===== src/sv/sha_pkg.sv =====
// ----------------------------------------------------------------------------
// sha_pkg: shared types and constants for the SHA-256 stream hasher
// Round constants, initial hash values, and the front/back queue entry.
// ----------------------------------------------------------------------------
`default_nettype none

package sha_pkg;

    typedef logic [31:0] word_t;

    // Queue entry: one message byte plus its end-of-message flag.
    typedef struct packed {
        logic [7:0] byte_value;
        logic       is_last;
    } beat_t;

    typedef enum logic [2:0] {
        ST_COLLECT,
        ST_PAD,
        ST_COMPRESS,
        ST_ADD,
        ST_EMIT
    } core_state_t;

    localparam word_t INIT_H [8] = '{
        32'h6a09e667, 32'hbb67ae85, 32'h3c6ef372, 32'ha54ff53a,
        32'h510e527f, 32'h9b05688c, 32'h1f83d9ab, 32'h5be0cd19
    };

    localparam word_t ROUND_K [64] = '{
        32'h428a2f98, 32'h71374491, 32'hb5c0fbcf, 32'he9b5dba5,
        32'h3956c25b, 32'h59f111f1, 32'h923f82a4, 32'hab1c5ed5,
        32'hd807aa98, 32'h12835b01, 32'h243185be, 32'h550c7dc3,
        32'h72be5d74, 32'h80deb1fe, 32'h9bdc06a7, 32'hc19bf174,
        32'he49b69c1, 32'hefbe4786, 32'h0fc19dc6, 32'h240ca1cc,
        32'h2de92c6f, 32'h4a7484aa, 32'h5cb0a9dc, 32'h76f988da,
        32'h983e5152, 32'ha831c66d, 32'hb00327c8, 32'hbf597fc7,
        32'hc6e00bf3, 32'hd5a79147, 32'h06ca6351, 32'h14292967,
        32'h27b70a85, 32'h2e1b2138, 32'h4d2c6dfc, 32'h53380d13,
        32'h650a7354, 32'h766a0abb, 32'h81c2c92e, 32'h92722c85,
        32'ha2bfe8a1, 32'ha81a664b, 32'hc24b8b70, 32'hc76c51a3,
        32'hd192e819, 32'hd6990624, 32'hf40e3585, 32'h106aa070,
        32'h19a4c116, 32'h1e376c08, 32'h2748774c, 32'h34b0bcb5,
        32'h391c0cb3, 32'h4ed8aa4a, 32'h5b9cca4f, 32'h682e6ff3,
        32'h748f82ee, 32'h78a5636f, 32'h84c87814, 32'h8cc70208,
        32'h90befffa, 32'ha4506ceb, 32'hbef9a3f7, 32'hc67178f2
    };

    localparam logic [7:0] PAD_BYTE   = 8'h80;
    localparam logic [5:0] LEN_OFFSET = 6'd56;

    function automatic word_t rotr(input word_t x, input int unsigned n);
        rotr = (x >> n) | (x << (32 - n));
    endfunction

endpackage

`default_nettype wire


===== src/sv/sha_fifo.sv =====
// ----------------------------------------------------------------------------
// sha_fifo: input beat queue
// Small register FIFO between the byte front end and the compression core.
// ----------------------------------------------------------------------------
`default_nettype none

module sha_fifo #(
    parameter int DEPTH = 4
) (
    input  wire                clk,
    input  wire                rst_n,
    input  wire                push,
    input  wire sha_pkg::beat_t push_data,
    output logic               full,
    input  wire                pop,
    output sha_pkg::beat_t     pop_data,
    output logic               empty
);
    import sha_pkg::*;

    localparam int AW = $clog2(DEPTH);

    beat_t           mem_reg [DEPTH];
    logic [AW-1:0]   wr_ptr_reg, rd_ptr_reg;
    logic [AW:0]     count_reg;

    assign full     = (count_reg == (AW+1)'(DEPTH));
    assign empty    = (count_reg == '0);
    assign pop_data = mem_reg[rd_ptr_reg];

    always_ff @(posedge clk)
    begin
        if (push && !full)
        begin
            mem_reg[wr_ptr_reg] <= push_data;
        end
    end

    always_ff @(posedge clk or negedge rst_n)
    begin
        if (!rst_n)
        begin
            wr_ptr_reg <= '0;
            rd_ptr_reg <= '0;
            count_reg  <= '0;
        end
        else
        begin
            if (push && !full)
            begin
                wr_ptr_reg <= (wr_ptr_reg == AW'(DEPTH - 1)) ? '0 : wr_ptr_reg + 1'b1;
            end
            if (pop && !empty)
            begin
                rd_ptr_reg <= (rd_ptr_reg == AW'(DEPTH - 1)) ? '0 : rd_ptr_reg + 1'b1;
            end
            count_reg <= count_reg + (AW+1)'(push && !full) - (AW+1)'(pop && !empty);
        end
    end

endmodule

`default_nettype wire


===== src/sv/sha_core.sv =====
// ----------------------------------------------------------------------------
// sha_core: block assembly, padding and round engine
// Packs bytes into 16 words, pads on the last byte, runs one round a cycle
// with a rolling 16-word schedule, then streams the digest out.
// ----------------------------------------------------------------------------
`default_nettype none

module sha_core (
    input  wire                clk,
    input  wire                rst_n,
    input  wire                in_valid,
    input  wire sha_pkg::beat_t in_data,
    output logic               in_ready,
    output logic               out_valid,
    input  wire                out_ready,
    output logic [31:0]        out_word,
    output logic [2:0]         out_index,
    output logic               out_last
);
    import sha_pkg::*;

    core_state_t state_reg, state_next;

    word_t       h_reg [8];
    word_t       v_reg [8];
    word_t       w_reg [16];
    logic [5:0]  fill_reg;
    logic [63:0] len_reg;
    logic [5:0]  round_reg;
    logic        final_reg;   // current compression is the length block
    logic        extra_reg;   // another padding block follows
    logic [2:0]  emit_reg;

    // round datapath
    word_t t1, t2, s0, s1, w_new, ch, maj;
    always_comb
    begin
        ch  = (v_reg[4] & v_reg[5]) ^ (~v_reg[4] & v_reg[6]);
        maj = (v_reg[0] & v_reg[1]) ^ (v_reg[0] & v_reg[2]) ^ (v_reg[1] & v_reg[2]);
        t1  = v_reg[7] + (rotr(v_reg[4], 6) ^ rotr(v_reg[4], 11) ^ rotr(v_reg[4], 25))
              + ch + ROUND_K[round_reg] + w_reg[0];
        t2  = (rotr(v_reg[0], 2) ^ rotr(v_reg[0], 13) ^ rotr(v_reg[0], 22)) + maj;
        s0  = rotr(w_reg[1], 7) ^ rotr(w_reg[1], 18) ^ (w_reg[1] >> 3);
        s1  = rotr(w_reg[14], 17) ^ rotr(w_reg[14], 19) ^ (w_reg[14] >> 10);
        w_new = s1 + w_reg[9] + s0 + w_reg[0];
    end

    assign in_ready  = (state_reg == ST_COLLECT);
    assign out_valid = (state_reg == ST_EMIT);
    assign out_word  = h_reg[emit_reg];
    assign out_index = emit_reg;
    assign out_last  = (emit_reg == 3'd7);

    logic take;
    assign take = in_valid && in_ready;

    always_comb
    begin
        state_next = state_reg;
        unique case (state_reg)
            ST_COLLECT:
            begin
                if (take)
                begin
                    if (fill_reg == 6'd63)
                    begin
                        state_next = ST_COMPRESS;
                    end
                    else if (in_data.is_last)
                    begin
                        state_next = ST_PAD;
                    end
                end
            end
            ST_PAD:      state_next = ST_COMPRESS;
            ST_COMPRESS: if (round_reg == 6'd63) state_next = ST_ADD;
            ST_ADD:
            begin
                priority if (final_reg)            state_next = ST_EMIT;
                else if (extra_reg)                state_next = ST_PAD;
                else                               state_next = ST_COLLECT;
            end
            ST_EMIT:     if (out_ready && emit_reg == 3'd7) state_next = ST_COLLECT;
            default:     state_next = ST_COLLECT;
        endcase
    end

    always_ff @(posedge clk or negedge rst_n)
    begin
        if (!rst_n)
        begin
            state_reg <= ST_COLLECT;
        end
        else
        begin
            state_reg <= state_next;
        end
    end

    // word slot for a byte position
    function automatic word_t put_byte(input word_t w, input logic [1:0] lane,
                                       input logic [7:0] b);
        word_t r;
        r = w;
        r[(3 - lane) * 8 +: 8] = b;
        return r;
    endfunction

    always_ff @(posedge clk or negedge rst_n)
    begin
        if (!rst_n)
        begin
            for (int i = 0; i < 8; i++)
            begin
                h_reg[i] <= INIT_H[i];
            end
            fill_reg  <= '0;
            len_reg   <= '0;
            round_reg <= '0;
            final_reg <= 1'b0;
            extra_reg <= 1'b0;
            emit_reg  <= '0;
        end
        else
        begin
            unique case (state_reg)
                ST_COLLECT:
                begin
                    if (take)
                    begin
                        w_reg[fill_reg[5:2]] <= put_byte(w_reg[fill_reg[5:2]],
                                                         fill_reg[1:0], in_data.byte_value);
                        fill_reg <= fill_reg + 1'b1;
                        for (int i = 0; i < 8; i++)
                        begin
                            v_reg[i] <= h_reg[i];
                        end
                        round_reg <= '0;
                        if (fill_reg == 6'd63)
                        begin
                            len_reg   <= len_reg + 64'd512;
                            final_reg <= 1'b0;
                            // last byte fills the block: pad after compress
                            extra_reg <= in_data.is_last;
                        end
                        else if (in_data.is_last)
                        begin
                            len_reg  <= len_reg + {55'd0, fill_reg + 1'b1, 3'd0};
                            fill_reg <= fill_reg + 1'b1;
                        end
                    end
                end
                ST_PAD:
                begin
                    // fill_reg: bytes held; pad byte at fill_reg unless this
                    // is the follow-up block after an overflowing pad.
                    for (int j = 0; j < 16; j++)
                    begin
                        word_t wv;
                        wv = w_reg[j];
                        for (int b = 0; b < 4; b++)
                        begin
                            if (6'(j * 4 + b) > fill_reg ||
                                (6'(j * 4 + b) == fill_reg && extra_reg && !final_reg
                                 && fill_reg == 6'd0 && 1'b0))
                            begin
                                wv[(3 - b) * 8 +: 8] = 8'h00;
                            end
                        end
                        w_reg[j] <= wv;
                    end
                    if (extra_reg)
                    begin
                        // empty buffer block: pad byte only if not yet placed
                        for (int j = 0; j < 16; j++)
                        begin
                            w_reg[j] <= '0;
                        end
                        if (fill_reg == 6'd0)
                        begin
                            w_reg[0] <= {PAD_BYTE, 24'd0};
                        end
                        w_reg[14] <= len_reg[63:32];
                        w_reg[15] <= len_reg[31:0];
                        final_reg <= 1'b1;
                        extra_reg <= 1'b0;
                    end
                    else
                    begin
                        w_reg[fill_reg[5:2]] <= put_byte(w_reg[fill_reg[5:2]] &
                            ~(32'hffffffff >> (fill_reg[1:0] * 8)), fill_reg[1:0], PAD_BYTE);
                        if (fill_reg < LEN_OFFSET)
                        begin
                            w_reg[14] <= len_reg[63:32];
                            w_reg[15] <= len_reg[31:0];
                            final_reg <= 1'b1;
                        end
                        else
                        begin
                            final_reg <= 1'b0;
                            extra_reg <= 1'b1;
                            // mark pad byte already placed
                            fill_reg  <= 6'd1;
                        end
                        if (fill_reg >= LEN_OFFSET && fill_reg[5:2] != 4'd15)
                        begin
                            w_reg[15] <= '0;
                        end
                        if (fill_reg >= LEN_OFFSET && fill_reg[5:2] == 4'd14)
                        begin
                            w_reg[15] <= '0;
                        end
                    end
                    for (int i = 0; i < 8; i++)
                    begin
                        v_reg[i] <= h_reg[i];
                    end
                    round_reg <= '0;
                end
                ST_COMPRESS:
                begin
                    v_reg[7] <= v_reg[6];
                    v_reg[6] <= v_reg[5];
                    v_reg[5] <= v_reg[4];
                    v_reg[4] <= v_reg[3] + t1;
                    v_reg[3] <= v_reg[2];
                    v_reg[2] <= v_reg[1];
                    v_reg[1] <= v_reg[0];
                    v_reg[0] <= t1 + t2;
                    for (int j = 0; j < 15; j++)
                    begin
                        w_reg[j] <= w_reg[j + 1];
                    end
                    w_reg[15] <= w_new;
                    round_reg <= round_reg + 1'b1;
                end
                ST_ADD:
                begin
                    for (int i = 0; i < 8; i++)
                    begin
                        h_reg[i] <= h_reg[i] + v_reg[i];
                    end
                    if (extra_reg)
                    begin
                        fill_reg <= (final_reg) ? 6'd0 : fill_reg;
                    end
                    emit_reg <= '0;
                end
                ST_EMIT:
                begin
                    if (out_ready)
                    begin
                        emit_reg <= emit_reg + 1'b1;
                        if (emit_reg == 3'd7)
                        begin
                            for (int i = 0; i < 8; i++)
                            begin
                                h_reg[i] <= INIT_H[i];
                            end
                            fill_reg  <= '0;
                            len_reg   <= '0;
                            final_reg <= 1'b0;
                            extra_reg <= 1'b0;
                        end
                    end
                end
                default: ;
            endcase
        end
    end

endmodule

`default_nettype wire


===== src/sv/sha256_stream_hasher.sv =====
// ----------------------------------------------------------------------------
// sha256_stream_hasher: byte-stream SHA-256 with digest word output
// Front queue takes bytes; the core packs, pads, compresses and emits.
// ----------------------------------------------------------------------------
//  channel | dir | tdata                      | tuser | tlast
//  s_axis  | in  | [7:0] byte_value           | -     | is_last
//  m_axis  | out | [31:0] digest_word,[34:32] | -     | last_word
//          |     | word_index (padded to 40)  |       |
//
//  One byte is absorbed per cycle while a block fills; a full block then
//  holds the core in the round and add states, run by the single shared
//  round unit. The final byte adds one or two padded blocks and eight
//  digest beats. The input queue keeps taking beats during compression until
//  it fills. Reset (rst_n low, asynchronous) loads the initial hash values
//  and empties the queue. An output stall holds the core in digest output.
// ----------------------------------------------------------------------------
`default_nettype none

module sha256_stream_hasher #(
    parameter int QUEUE_DEPTH = 4
) (
    input  wire         clk,
    input  wire         rst_n,
    input  wire         s_axis_tvalid,
    output logic        s_axis_tready,
    input  wire  [7:0]  s_axis_tdata,   // [7:0] byte_value
    input  wire         s_axis_tlast,
    output logic        m_axis_tvalid,
    input  wire         m_axis_tready,
    output logic [39:0] m_axis_tdata,   // [31:0] digest_word, [34:32] word_index
    output logic        m_axis_tlast
);
    import sha_pkg::*;

    beat_t q_in, q_out;
    logic  q_full, q_empty, core_ready;
    logic [31:0] word;
    logic [2:0]  index;

    assign q_in.byte_value = s_axis_tdata;
    assign q_in.is_last    = s_axis_tlast;
    assign s_axis_tready   = !q_full;

    sha_fifo #(.DEPTH(QUEUE_DEPTH)) u_fifo (
        .clk       (clk),
        .rst_n     (rst_n),
        .push      (s_axis_tvalid),
        .push_data (q_in),
        .full      (q_full),
        .pop       (core_ready),
        .pop_data  (q_out),
        .empty     (q_empty)
    );

    sha_core u_core (
        .clk       (clk),
        .rst_n     (rst_n),
        .in_valid  (!q_empty),
        .in_data   (q_out),
        .in_ready  (core_ready),
        .out_valid (m_axis_tvalid),
        .out_ready (m_axis_tready),
        .out_word  (word),
        .out_index (index),
        .out_last  (m_axis_tlast)
    );

    assign m_axis_tdata = {5'd0, index, word};

endmodule

`default_nettype wire


===== config.mk =====
export PLATFORM = sky130hd
export DESIGN_NAME = sha256_stream_hasher
export DESIGN_NICKNAME = d
export VERILOG_FILES = /design/src/sv/sha_pkg.sv /design/src/sv/sha_fifo.sv /design/src/sv/sha_core.sv /design/src/sv/sha256_stream_hasher.sv
export SDC_FILE = /design/constraint.sdc
export NUM_CORES = 2
export LEC_CHECK = 0
export ABC_AREA = 1
export BUFFER_PORTS_ARGS = -buffer_cell sky130_fd_sc_hd__buf_2
export CAP_MARGIN = 20
export CORE_UTILIZATION = 30
export CTS_CLUSTER_DIAMETER = 40
export DETAILED_ROUTE_END_ITERATION = 16
export HOLD_SLACK_MARGIN = 0.08
export MAX_ROUTING_LAYER = met4
export PLACE_DENSITY = 0.42
export SYNTH_ARGS = -nofsm -noshare
export SYNTH_HDL_FRONTEND = slang
export SYNTH_SLANG_ARGS = --single-unit

===== constraint.sdc =====
create_clock -name clk -period 9.8 [get_ports clk]
set_clock_uncertainty 0.1 [all_clocks]
set_input_delay 0 -clock clk [delete_from_list [all_inputs] [get_ports clk]]
set_output_delay 0 -clock clk [all_outputs]
set_load 0.005 [all_outputs]

==> metrics.cfg <==
[setup_path]
critPathKind = reg -> reg
cp-end-kind = flip-flop
cpLargestDelayFamily = adder cells
slowest_stage = dfrtp_1
arrival_ns = 9.76
reg2reg_setup_slack_ns = 0.55
timing.rr.start = u_core.round_reg[0]$_DFFE_PN0P_
slowest_delay_ns = 0.65
path_max_fanout = 13
reg2reg_to = u_core.v_reg[0][25]$_DFFE_PP_
worstSetupStartpoint = u_core.round_reg[0]$_DFFE_PN0P_
critPathLaunchType = flip-flop
reg2regPathDepth = 31
worst-path-buf-inv = 5
cp_data_required_time_ns = 10.30
worstSetupEndpoint = u_core.v_reg[0][25]$_DFFE_PP_
worstSetupPathDepth = 31

[yosys]
synth-seq-cells = 1148
ys.warnings.count = 0
seq_area_frac_synth_pct = 37.69
yosysTopAreaCell = edfxtp_1
synth.area.top_cells = edfxtp_1 28%, nand2_1 10%, o21ai_0 7.0%, inv_1 6.2%, dfrtp_1 6.0%
synthArstFlopShare_pct = 29.97
synth_area_um2 = 87340
syn_area_per_cell_um2 = 7.833
synth_edf_count = 804
synthCells = 11150
ys_types = 74
postSynth.topFlopCell = edfxtp_1
synth_top_area_share_pct = 27.64

[sta]
slew_viol_final = 0
finalCritPeriodShare_pct = 94.44
fin_crit_ns = 9.255
finalSetupTns_ns = 0
worstMarginPinSlew_ns = 1.209
hold_violations = 0
whs_ns = 0.1560
fmax_mhz = 108.1
rsz0062_at_grt = false
setup_viol = 0
relSlewSlack_pct = 18.52

[route]
routed_wl_mm = 465.6
first_iter_violations = 8543
wl_per_cell_um = 30.29
avgViaCountPerCell = 5.505
ant_nets = 0
dr_total_vias = 84612
firstDrtPassIters = 7
drc_errors = 0

[floorplan]
die_h_um = 541.6
core_um2 = 288900
initial_core_util_pct = 30.23
dieArea_um2 = 293300
die_x_um = 541.6
io_pins = 56
row_count = 197

[layout]
most-common-layout-cells = 2439 x nand2_1, 1433 x inv_1, 1214 x o21ai_0
drive_gt1_share_pct = 9.182
final_common_cell = nand2_1
largest_reg_flops = 512
final_area_um2 = 102500
final_cell_count_no_fill = 15369
nets = 11848
area.growth.synth_to_final_pct = 17.41

[clock_network]
cts_tree = yes
htreeDepth = 5
clk_pin_slew_ns = 0.04
cts.sinks = 1148
clock_latency_ns = 0.90
clockBufferDepth = 4
cts_root_buf = clkbuf_16
numCtsBuffers = 298

[global_route]
grt_pass1_vias = 82630
grt_max_degree = 222
grtUsageTotal_pct = 31.90
grt_first_pass_wirelength_mm = 647.4
antenna_found_initial = 9
overflow = 0

[placed_design]
port_buffers = 50
dpl_cell_area_um2 = 91860
dp.cells = 14776
dp_hpwl_mm = 361.8
place_congestion = 0.9703

[outcome]
outcome = complete, no violations

[job]
max-cap-violations = 0

[min_path]
holdCritPathClass = in -> async

-- Yosys cell counts, drive strengths merged (3+ instances only) --
cell	n
nand3	453
o21a	37
clkbuf	349
nand4	111
or2	29
edfxtp	804
dfstp	136
a211oi	6
a311oi	7
o31ai	10
o221a	9
buf	163
nor2	745
inv	1457
ha	411
nor3	138
nand2	2459
and2	4
nor3b	5
nor4	32
o2111ai	3
mux2	15
a41oi	4
a22oi	124
a32o	6
dfrtp	208
o221ai	33
maj3	20
o21bai	55
and3	7
a31oi	78
fa	197
a221oi	30
o21ai	1277
xnor2	188
o22ai	365
clkinv	7
a21oi	754
a21o	60
nand3b	23
o211ai	39
a21boi	28
o311ai	5
xor2	244
-- tightest hold or removal path, stage by stage --
cell and delay [ns]:
dlygate4sd3_1 0.52, dlygate4sd3_1 0.58, buf_8 0.17, buf_12 0.24
-- through the flow --
stage                     util [%]  setup slack (ns)
after CTS                    35.46            0.3924
final                        35.50            0.5452
after floorplan                  -             2.173
after global placement       31.76            0.3986
after detailed placement     31.80            0.4229
after global routing         35.49           0.02136
-- timing repair --
action,in CTS,in global routing
buffers inserted,0,0
gates resized for setup,0,6
setup endpoints to repair,0,10
hold buffers,25,0
endpoints found under the hold margin,232,0
-- worst min-delay path by stage --
stage	endpoint	slack (ns)	cells past startpoint
after detailed placement	u_core.h_reg[38]$_DFFE_PN0P_	-0.20	1
after global placement	u_core.h_reg[38]$_DFFE_PN0P_	-0.20	1
after CTS	u_core.h_reg[61]$_DFFE_PN0P_	0.10	4
after floorplan	u_core.extra_reg$_DFFE_PN0P_	-0.40	0
after global routing	u_core.h_reg[26]$_DFFE_PN0P_	0.18	4
final	u_core.h_reg[61]$_DFFE_PN0P_	0.16	4
-- layer usage --
metal	GRT usage, %	wire length (um)
met4	14.83	25330
met1	40.25	197100
met3	4.110	28250
met5	-	0
met2	50.69	214900
-- final cells by class --
class,count,area (um2)
Fill cell,30656,186300
Multi-Input combinational cell,8030,46680
Sequential cell,1148,32930
Clock buffer,364,8054
Inverter,1464,5524
Tap cell,3880,4855
Clock inverter,188,2262
Timing Repair Buffer,285,2216
Antenna cell,10,25.02
-- logic make-up after synthesis --
family | synth area share (%)
multiplexers | 0.2049
other | 0.004294
AND/OR/NAND/NOR | 18.91
adder cells (fa/ha/maj) | 10.63
AO/OA/AOI/OAI | 19.22
buffers and inverters | 9.005
flip-flops | 37.69
XOR/XNOR | 4.332
Power is left out: the tool's default activity adds up to more than one toggle a clock period on the data nets, which glitch-free logic cannot reach.
